<file path="src/hdl/pwrf_pkg.sv">
// ----------------------------------------------------------------------------
// pwrf_pkg
// Shared constants, register indexes and the CRC-16 byte update for the
// pulse-width RF frame transmitter.
// ----------------------------------------------------------------------------
package pwrf_pkg;

  localparam int COUNT_WIDTH_DEFAULT = 12;
  localparam int CFG_WIDTH           = 12;
  localparam int CFG_INDEX_WIDTH     = 3;
  localparam int LEN_WIDTH           = 12;
  localparam int RING_WIDTH          = 8;

  typedef enum logic [CFG_INDEX_WIDTH-1:0] {
    REG_ZERO_HIGH = 3'd0,
    REG_ONE_HIGH  = 3'd1,
    REG_BIT_GAP   = 3'd2,
    REG_RING_HALF = 3'd3,
    REG_RING_CYC  = 3'd4,
    REG_RING_TAIL = 3'd5
  } cfg_reg_t;

  localparam logic [LEN_WIDTH-1:0]  ZERO_HIGH_RESET = 12'd900;
  localparam logic [LEN_WIDTH-1:0]  ONE_HIGH_RESET  = 12'd450;
  localparam logic [LEN_WIDTH-1:0]  BIT_GAP_RESET   = 12'd200;
  localparam logic [LEN_WIDTH-1:0]  RING_HALF_RESET = 12'd200;
  localparam logic [RING_WIDTH-1:0] RING_CYC_RESET  = 8'd100;
  localparam logic [LEN_WIDTH-1:0]  RING_TAIL_RESET = 12'd1000;

  localparam logic [15:0] CRC_INIT = 16'hFFFF;
  localparam logic [15:0] CRC_POLY = 16'hA001;

  // reflected CRC-16, one byte
  function automatic logic [15:0] crc_fold(input logic [15:0] crc, input logic [7:0] b);
    logic [15:0] c;
    c = crc ^ {8'h00, b};
    for (int i = 0; i < 8; i++) begin
      c = c[0] ? ((c >> 1) ^ CRC_POLY) : (c >> 1);
    end
    return c;
  endfunction

endpackage

</file>
<file path="src/hdl/pwrf_in_if.sv">
// ----------------------------------------------------------------------------
// pwrf_in_if
// Tick request channel: one tick with an optional message byte.
// ----------------------------------------------------------------------------
interface pwrf_in_if;
  logic       valid;
  logic       ready;
  logic       byte_offered;
  logic [7:0] byte_value;
  logic       byte_is_last;

  modport source (output valid, byte_offered, byte_value, byte_is_last, input ready);
  modport sink   (input valid, byte_offered, byte_value, byte_is_last, output ready);
endinterface

</file>
<file path="src/hdl/pwrf_out_if.sv">
// ----------------------------------------------------------------------------
// pwrf_out_if
// Tick result channel: line level and frame status for one tick.
// ----------------------------------------------------------------------------
interface pwrf_out_if;
  logic valid;
  logic ready;
  logic line_level;
  logic byte_taken;
  logic frame_done;
  logic busy_res;

  modport source (output valid, line_level, byte_taken, frame_done, busy_res, input ready);
  modport sink   (input valid, line_level, byte_taken, frame_done, busy_res, output ready);
endinterface

</file>
<file path="src/hdl/pulse_width_rf_frame_transmitter_top.sv">
// ----------------------------------------------------------------------------
// pulse_width_rf_frame_transmitter_top
// Pulse-width OOK frame transmitter with preamble and CRC-16/MODBUS trailer.
// ----------------------------------------------------------------------------
// One tick request is taken per clock cycle and yields its result in the next
// cycle through a single result register; the whole tick update (segment
// counters, bit shifter, CRC-16 byte fold) is done in one pass between the
// state registers and that register. Requests stall only while the result
// register is full and not being taken. Lengths of 0 act as 1 tick, and
// lengths above 2^COUNT_WIDTH-1 are clamped to it.
module pulse_width_rf_frame_transmitter_top
  import pwrf_pkg::*;
#(
  parameter int COUNT_WIDTH = COUNT_WIDTH_DEFAULT
) (
  input  logic                       clk,
  input  logic                       rst,
  input  logic                       cfg_we,
  input  logic [CFG_INDEX_WIDTH-1:0] cfg_index,
  input  logic [CFG_WIDTH-1:0]       cfg_data,
  pwrf_in_if.sink                    tick_in,
  pwrf_out_if.source                 tick_out
);

  localparam int CMP_WIDTH = 17;
  localparam logic [CMP_WIDTH-1:0] CNT_MAX = (CMP_WIDTH'(1) << COUNT_WIDTH) - CMP_WIDTH'(1);

  typedef enum logic [2:0] {
    PH_IDLE      = 3'd0,
    PH_RING_LOW  = 3'd1,
    PH_RING_HIGH = 3'd2,
    PH_TAIL      = 3'd3,
    PH_SLOT      = 3'd4,
    PH_BIT_HIGH  = 3'd5,
    PH_BIT_GAP   = 3'd6
  } phase_t;

  typedef struct packed {
    logic line_level;
    logic byte_taken;
    logic frame_done;
    logic busy_res;
  } result_t;

  logic [LEN_WIDTH-1:0]  zero_high_ticks, one_high_ticks, bit_gap_ticks;
  logic [LEN_WIDTH-1:0]  ring_half_ticks, ring_tail_ticks;
  logic [RING_WIDTH-1:0] ring_cycles;

  phase_t                 phase, phase_next;
  logic [COUNT_WIDTH-1:0] tick_count, tick_count_next;
  logic [RING_WIDTH-1:0]  ring_count, ring_count_next;
  logic [2:0]             bit_index, bit_index_next;
  logic [7:0]             shift_byte, shift_byte_next;
  logic [15:0]            crc_value, crc_value_next;
  logic                   last_seen, last_seen_next;
  logic [1:0]             trailer_index, trailer_index_next;

  logic    out_valid;
  result_t res, res_next;
  logic    accept;

  assign tick_in.ready = !out_valid || tick_out.ready;
  assign accept        = tick_in.valid && tick_in.ready;

  assign tick_out.valid      = out_valid;
  assign tick_out.line_level = res.line_level;
  assign tick_out.byte_taken = res.byte_taken;
  assign tick_out.frame_done = res.frame_done;
  assign tick_out.busy_res   = res.busy_res;

  // test the next step of a segment counter; true when the segment ends
  function automatic logic seg_end(input logic [COUNT_WIDTH-1:0] tc,
                                   input logic [LEN_WIDTH-1:0] len);
    logic [CMP_WIDTH-1:0] l;
    logic [CMP_WIDTH-1:0] t;
    l = CMP_WIDTH'(len);
    if (l == '0) l = CMP_WIDTH'(1);
    if (l > CNT_MAX) l = CNT_MAX;
    t = CMP_WIDTH'(COUNT_WIDTH'(tc + COUNT_WIDTH'(1)));
    return t >= l;
  endfunction

  always_comb begin
    logic [RING_WIDTH-1:0] cycles;
    logic [RING_WIDTH-1:0] rc_inc;
    logic [LEN_WIDTH-1:0]  hi_len;
    logic                  fin;
    phase_next         = phase;
    tick_count_next    = tick_count;
    ring_count_next    = ring_count;
    bit_index_next     = bit_index;
    shift_byte_next    = shift_byte;
    crc_value_next     = crc_value;
    last_seen_next     = last_seen;
    trailer_index_next = trailer_index;
    res_next           = '{line_level: 1'b0, byte_taken: 1'b0, frame_done: 1'b0,
                           busy_res: 1'b1};
    cycles = (ring_cycles == '0) ? RING_WIDTH'(1) : ring_cycles;
    rc_inc = ring_count + RING_WIDTH'(1);
    hi_len = '0;
    fin    = 1'b0;

    if (phase == PH_IDLE) begin
      if (tick_in.byte_offered) begin
        crc_value_next     = CRC_INIT;
        ring_count_next    = '0;
        tick_count_next    = '0;
        bit_index_next     = '0;
        last_seen_next     = 1'b0;
        trailer_index_next = '0;
        phase_next         = PH_RING_LOW;
      end else begin
        res_next.busy_res = 1'b0;
      end
    end

    case (phase_next)
      PH_IDLE: begin
        res_next.busy_res = 1'b0;
      end
      PH_RING_LOW: begin
        fin = seg_end(tick_count_next, ring_half_ticks);
        tick_count_next = fin ? '0 : tick_count_next + COUNT_WIDTH'(1);
        if (fin) phase_next = PH_RING_HIGH;
      end
      PH_RING_HIGH: begin
        res_next.line_level = 1'b1;
        fin = seg_end(tick_count_next, ring_half_ticks);
        tick_count_next = fin ? '0 : tick_count_next + COUNT_WIDTH'(1);
        if (fin) begin
          ring_count_next = rc_inc;
          phase_next = (rc_inc >= cycles) ? PH_TAIL : PH_RING_LOW;
        end
      end
      PH_TAIL: begin
        fin = seg_end(tick_count_next, ring_tail_ticks);
        tick_count_next = fin ? '0 : tick_count_next + COUNT_WIDTH'(1);
        if (fin) phase_next = PH_SLOT;
      end
      PH_SLOT: begin
        if (tick_in.byte_offered) begin
          res_next.byte_taken = 1'b1;
          res_next.line_level = 1'b1;
          crc_value_next  = crc_fold(crc_value_next, tick_in.byte_value);
          shift_byte_next = tick_in.byte_value;
          last_seen_next  = tick_in.byte_is_last;
          bit_index_next  = '0;
          hi_len = tick_in.byte_value[7] ? one_high_ticks : zero_high_ticks;
          fin = seg_end('0, hi_len);
          tick_count_next = fin ? '0 : COUNT_WIDTH'(1);
          phase_next = fin ? PH_BIT_GAP : PH_BIT_HIGH;
        end
      end
      PH_BIT_HIGH: begin
        res_next.line_level = 1'b1;
        hi_len = shift_byte_next[7] ? one_high_ticks : zero_high_ticks;
        fin = seg_end(tick_count_next, hi_len);
        tick_count_next = fin ? '0 : tick_count_next + COUNT_WIDTH'(1);
        if (fin) phase_next = PH_BIT_GAP;
      end
      PH_BIT_GAP: begin
        fin = seg_end(tick_count_next, bit_gap_ticks);
        tick_count_next = fin ? '0 : tick_count_next + COUNT_WIDTH'(1);
        if (fin) begin
          shift_byte_next = {shift_byte_next[6:0], 1'b0};
          bit_index_next  = bit_index_next + 3'd1;
          phase_next      = PH_BIT_HIGH;
          if (bit_index_next == 3'd0) begin
            if (trailer_index_next == 2'd0) begin
              if (last_seen_next) begin
                trailer_index_next = 2'd1;
                shift_byte_next    = crc_value_next[7:0];
              end else begin
                phase_next = PH_SLOT;
              end
            end else if (trailer_index_next == 2'd1) begin
              trailer_index_next = 2'd2;
              shift_byte_next    = crc_value_next[15:8];
            end else begin
              res_next.frame_done = 1'b1;
              trailer_index_next  = 2'd0;
              last_seen_next      = 1'b0;
              ring_count_next     = '0;
              phase_next          = PH_IDLE;
            end
          end
        end
      end
      default: begin
        phase_next = PH_IDLE;
        res_next.busy_res = 1'b0;
      end
    endcase
  end

  always_ff @(posedge clk) begin
    if (rst) begin
      zero_high_ticks <= ZERO_HIGH_RESET;
      one_high_ticks  <= ONE_HIGH_RESET;
      bit_gap_ticks   <= BIT_GAP_RESET;
      ring_half_ticks <= RING_HALF_RESET;
      ring_cycles     <= RING_CYC_RESET;
      ring_tail_ticks <= RING_TAIL_RESET;
    end else if (cfg_we) begin
      case (cfg_index)
        REG_ZERO_HIGH: zero_high_ticks <= cfg_data[LEN_WIDTH-1:0];
        REG_ONE_HIGH:  one_high_ticks  <= cfg_data[LEN_WIDTH-1:0];
        REG_BIT_GAP:   bit_gap_ticks   <= cfg_data[LEN_WIDTH-1:0];
        REG_RING_HALF: ring_half_ticks <= cfg_data[LEN_WIDTH-1:0];
        REG_RING_CYC:  ring_cycles     <= cfg_data[RING_WIDTH-1:0];
        REG_RING_TAIL: ring_tail_ticks <= cfg_data[LEN_WIDTH-1:0];
        default: ;
      endcase
    end
  end

  always_ff @(posedge clk) begin
    if (rst) begin
      phase         <= PH_IDLE;
      tick_count    <= '0;
      ring_count    <= '0;
      bit_index     <= '0;
      shift_byte    <= '0;
      crc_value     <= CRC_INIT;
      last_seen     <= 1'b0;
      trailer_index <= '0;
      out_valid     <= 1'b0;
    end else begin
      if (accept) begin
        phase         <= phase_next;
        tick_count    <= tick_count_next;
        ring_count    <= ring_count_next;
        bit_index     <= bit_index_next;
        shift_byte    <= shift_byte_next;
        crc_value     <= crc_value_next;
        last_seen     <= last_seen_next;
        trailer_index <= trailer_index_next;
        out_valid     <= 1'b1;
      end else if (tick_out.ready) begin
        out_valid <= 1'b0;
      end
    end
    if (accept) begin
      res <= res_next;
    end
  end

endmodule

</file>
<file path="src/flat_wrapper.sv">
// flat-port wrapper written by rule: the top's interface ports become plain ports
module pulse_width_rf_frame_transmitter_top_flat import pwrf_pkg::*;
#(
  parameter int COUNT_WIDTH = COUNT_WIDTH_DEFAULT
)
  (clk, rst, cfg_we, cfg_index, cfg_data, tick_in_valid, tick_in_byte_offered, tick_in_byte_value, tick_in_byte_is_last, tick_in_ready, tick_out_valid, tick_out_line_level, tick_out_byte_taken, tick_out_frame_done, tick_out_busy_res, tick_out_ready);
  pwrf_in_if tick_in_i ();
  pwrf_out_if tick_out_i ();
  input  logic clk;
  input  logic rst;
  input  logic cfg_we;
  input  logic [CFG_INDEX_WIDTH-1:0] cfg_index;
  input  logic [CFG_WIDTH-1:0] cfg_data;
  input wire logic [$bits(tick_in_i.valid)-1:0] tick_in_valid;
  input wire logic [$bits(tick_in_i.byte_offered)-1:0] tick_in_byte_offered;
  input wire logic [$bits(tick_in_i.byte_value)-1:0] tick_in_byte_value;
  input wire logic [$bits(tick_in_i.byte_is_last)-1:0] tick_in_byte_is_last;
  output wire logic [$bits(tick_in_i.ready)-1:0] tick_in_ready;
  output wire logic [$bits(tick_out_i.valid)-1:0] tick_out_valid;
  output wire logic [$bits(tick_out_i.line_level)-1:0] tick_out_line_level;
  output wire logic [$bits(tick_out_i.byte_taken)-1:0] tick_out_byte_taken;
  output wire logic [$bits(tick_out_i.frame_done)-1:0] tick_out_frame_done;
  output wire logic [$bits(tick_out_i.busy_res)-1:0] tick_out_busy_res;
  input wire logic [$bits(tick_out_i.ready)-1:0] tick_out_ready;
  assign tick_in_i.valid = tick_in_valid;
  assign tick_in_i.byte_offered = tick_in_byte_offered;
  assign tick_in_i.byte_value = tick_in_byte_value;
  assign tick_in_i.byte_is_last = tick_in_byte_is_last;
  assign tick_in_ready = tick_in_i.ready;
  assign tick_out_valid = tick_out_i.valid;
  assign tick_out_line_level = tick_out_i.line_level;
  assign tick_out_byte_taken = tick_out_i.byte_taken;
  assign tick_out_frame_done = tick_out_i.frame_done;
  assign tick_out_busy_res = tick_out_i.busy_res;
  assign tick_out_i.ready = tick_out_ready;
  pulse_width_rf_frame_transmitter_top #(.COUNT_WIDTH(COUNT_WIDTH)) u_core (.clk(clk), .rst(rst), .cfg_we(cfg_we), .cfg_index(cfg_index), .cfg_data(cfg_data), .tick_in(tick_in_i), .tick_out(tick_out_i));
endmodule
</file>
<file path="config.mk">
export PLATFORM = sky130hd
export DESIGN_NAME = pulse_width_rf_frame_transmitter_top_flat
export DESIGN_NICKNAME = d
export VERILOG_FILES = /design/src/hdl/pwrf_pkg.sv /design/src/hdl/pwrf_in_if.sv /design/src/hdl/pwrf_out_if.sv /design/src/hdl/pulse_width_rf_frame_transmitter_top.sv /design/src/flat_wrapper.sv
export SDC_FILE = /design/constraint.sdc
export NUM_CORES = 1
export LEC_CHECK = 0
export BUFFER_PORTS_ARGS = -buffer_cell sky130_fd_sc_hd__buf_4
export CAP_MARGIN = 20
export CORE_ASPECT_RATIO = 0.8
export CORE_UTILIZATION = 30
export CTS_BUF_LIST = sky130_fd_sc_hd__clkbuf_16
export DETAILED_ROUTE_END_ITERATION = 8
export REMOVE_ABC_BUFFERS = 1
export SLEW_MARGIN = 20
export SYNTH_ARGS = -nofsm -noshare
export SYNTH_HDL_FRONTEND = slang
export SYNTH_SLANG_ARGS = --single-unit
</file>
<file path="constraint.sdc">
create_clock -name clk -period 11.9 [get_ports clk]
set_clock_uncertainty 0.05 [all_clocks]
set_input_delay 2.38 -clock clk [delete_from_list [all_inputs] [get_ports clk]]
set_output_delay 2.38 -clock clk [all_outputs]
set_load 0.02 [all_outputs]
</file>
==> impl_metrics.tcl <==
set metrics [dict create \
    initialDrtViolationCount 558 \
    rsz0062_at_grt "no" \
    fmax_mhz 142 \
    fin_crit_ns 7.05 \
    gr-usage-met1_pct 23.7 \
    grt.busiest_layer "met2" \
    cts_hold_buf 0 \
    nNetsFinal 1065 \
    core_region_area_mm2 0.0246 \
    max_slew_margin_pct 35.9 \
    ys_async_sr_fraction_pct 0 \
    leakagePower_nw 3.53 \
    min_path_type "reg -> reg" \
    grt_use_met2_pct 24.7 \
    cts_max_level 4 \
    post_cts_resized 0 \
    synthAdderAreaFrac_pct 9.85 \
    grt_use_total_pct 16.7 \
    rows 51 \
    worst-setup-path-type "in -> reg" \
    muxShareOfSynthArea_pct 3.02 \
    min_period_over_period_pct 59.2 \
    critical_path_arrival_ns 7.36 \
    layout_commonest_cell "nand2_1" \
    synth_simple_gate_area_share_pct 23.5 \
    synth_top_flop_cell "dfxtp_1" \
    pin_count 36 \
    avgRoutedWirePerCell_um 16.2 \
    dpl.hpwl_um 15200 \
    insertion_delay_ns 0.43 \
    tns_ns 0 \
    vdd_drop_max_mv 0.108 \
    placed_area_mm2 0.00811 \
    synth-edff-count 4 \
    grt_max_degree 68 \
    yosysUniqueCellTypes 68 \
    final_max_slew_viol_count 0 \
    final_cell_mix "173 x nand2_1, 122 x dfxtp_1, 88 x a21oi_1" \
    post_cts_buffers 0 \
    end_kind "flop" \
    hold_viol 0 \
    synth_top_family_by_area "simple AND/OR/NAND/NOR gates" \
    grt_overflow 0 \
    grt_util_met3_pct 4.94 \
    die_area_mm2 0.0260 \
    synth_compound_area_share_pct 18.7 \
    clkTransAtPathRegs_ns 0.06 \
    areaGrowthSynthToFinish_pct 13.4 \
    cts_buffers 17 \
    start_util_pct 30.9 \
    antennaDiodeCount 0 \
    fillCellCount 2563 \
    cts_max_path_buffers 2 \
    die_x_um 180 \
    wirelength_um 21100 \
    io_buffers 35 \
    cp_max_fo 32 \
    place_congestion 0.858 \
    netlist_area_mm2 0.00762 \
    synth_area_per_cell_um2 7.92 \
    die_y_um 145 \
    drt-pass1-iter-count 5 \
    synth-xor-area-share_pct 6.09 \
    ys_seq_area_share_pct 33.6 \
    cp.required_ns 12.22 \
    drtAntennaViolNets 0 \
    netlist_instances 962 \
    routed_via_density 5.24 \
    pwr_density_cell_mw_per_mm2 122 \
    via_count 6837 \
    grt_pass1_vias 6306 \
    drc 0 \
    start_kind "primary input" \
    synth-seq-cells 126 \
    setup_viol 0 \
    cts_tree "built" \
    outcome "completed" \
    drive_above_1_share_pct 8.10 \
    antenna_found_initial 0 \
    tightest_slew_ns 0.957 \
    clock_sinks 126 \
    grt_pass1_wl_um 34000 \
    drv_cap 0 \
    fin_area_mm2 0.00864 \
    cts_root_buffer "clkbuf_16" \
    synth_warnings 0 \
]
## synth_stat cells (10+ instances only)
| cell type | instances | area (um^2) |
|---|---|---|
| a21o_1 | 13 | 97.6 |
| a21oi_1 | 88 | 440 |
| a22oi_1 | 12 | 90.1 |
| and3_1 | 10 | 62.6 |
| clkbuf_1 | 35 | 131 |
| dfxtp_1 | 122 | 2440 |
| ha_1 | 60 | 751 |
| inv_1 | 47 | 176 |
| mux2i_1 | 23 | 230 |
| nand2_1 | 173 | 649 |
| nand2b_1 | 24 | 150 |
| nand3_1 | 25 | 125 |
| nand3b_1 | 18 | 135 |
| nor2_1 | 72 | 270 |
| nor2b_1 | 14 | 87.6 |
| nor3_1 | 16 | 80.1 |
| nor4_1 | 13 | 81.3 |
| o21ai_0 | 35 | 175 |
| o22ai_1 | 19 | 119 |
| xnor2_1 | 32 | 280 |
| xor2_1 | 13 | 114 |
## path summary, 6_finish.rpt
check,startpoint,to,slack [ns],depth (start not counted)
max,tick_in_byte_offered,u_core.tick_count[1],4.85,19
min,u_core.ring_cycles[3],u_core.ring_cycles[3],0.41,2
max reg2reg,u_core.phase[2],u_core.tick_count[1],6.22,18
min reg2reg,u_core.ring_cycles[3],u_core.ring_cycles[3],0.41,2
## flip-flops by register name (all words and copies together), names as in the netlist, 2 cells and up
signal,count
u_core.crc_value,16
u_core.trailer_index,2
u_core.zero_high_ticks,12
u_core.ring_half_ticks,12
u_core.shift_byte,8
u_core.ring_tail_ticks,12
u_core.phase,3
u_core.bit_gap_ticks,12
u_core.tick_count,12
u_core.one_high_ticks,12
u_core.bit_index,3
u_core.ring_cycles,8
u_core.ring_count,8
## worst max-delay path, cell delays in order
cell	delay, ns
buf_4	0.14
nor4b_4	0.13
buf_4	0.27
nor2b_1	0.52
ha_1	0.31
nand3_1	0.17
nor2_1	0.25
nand3_1	0.12
xor2_1	0.16
nor2_1	0.37
ha_1	0.33
a21o_1	0.16
a221oi_1	0.28
o21ai_0	0.15
a21oi_2	0.57
a2bb2o_1	0.38
a21oi_2	0.11
nor3_1	0.30
a32o_1	0.23
## report_power, final
part           internal [mW]  switching [mW]  total, mW  leakage, nW
clock network          0.282           0.204      0.486        0.277
logic                 0.0480          0.0783      0.126         2.23
registers              0.433         0.00943      0.443         1.03
## per-layer routing
metal	vias to the layer above	part of all wire (%)
li1	3401	-
met1	3245	51
met2	176	42
met3	15	6.2
met4	0	0.64
met5	-	0
## cells by family after synthesis
kind of cell / after synthesis
XOR/XNOR: 48
multiplexers: 23
flip-flops: 126
AND/OR/NAND/NOR: 386
buffers and inverters: 92
AO/OA/AOI/OAI: 227
adder cells (fa/ha/maj): 60
## cell type report
class                   count  area [um^2]  share of cell area [%]
multi-input cells         744         4680                    54.2
flip-flops and latches    126         2560                    29.7
clock buffers              17          425                    4.92
well taps                 318          398                    4.60
repair buffers             38          285                    3.30
inverters                  48          180                    2.09
clock inverters            15          109                    1.26
## stage by stage
step                setup WS, ns  hold WS, ns  total power [mW]  instances  util, %
finish                      4.85        0.409              1.06       1306     35.1
global route                4.49        0.428              1.10       1306     35.1
floorplan                   4.67        0.380             0.526        918        -
CTS                         4.91        0.406              1.06       1306     35.1
detailed placement          4.54        0.399             0.577       1274     32.9
global placement            4.69        0.396             0.575       1274     32.9
(Power assumes the default switching activity.)
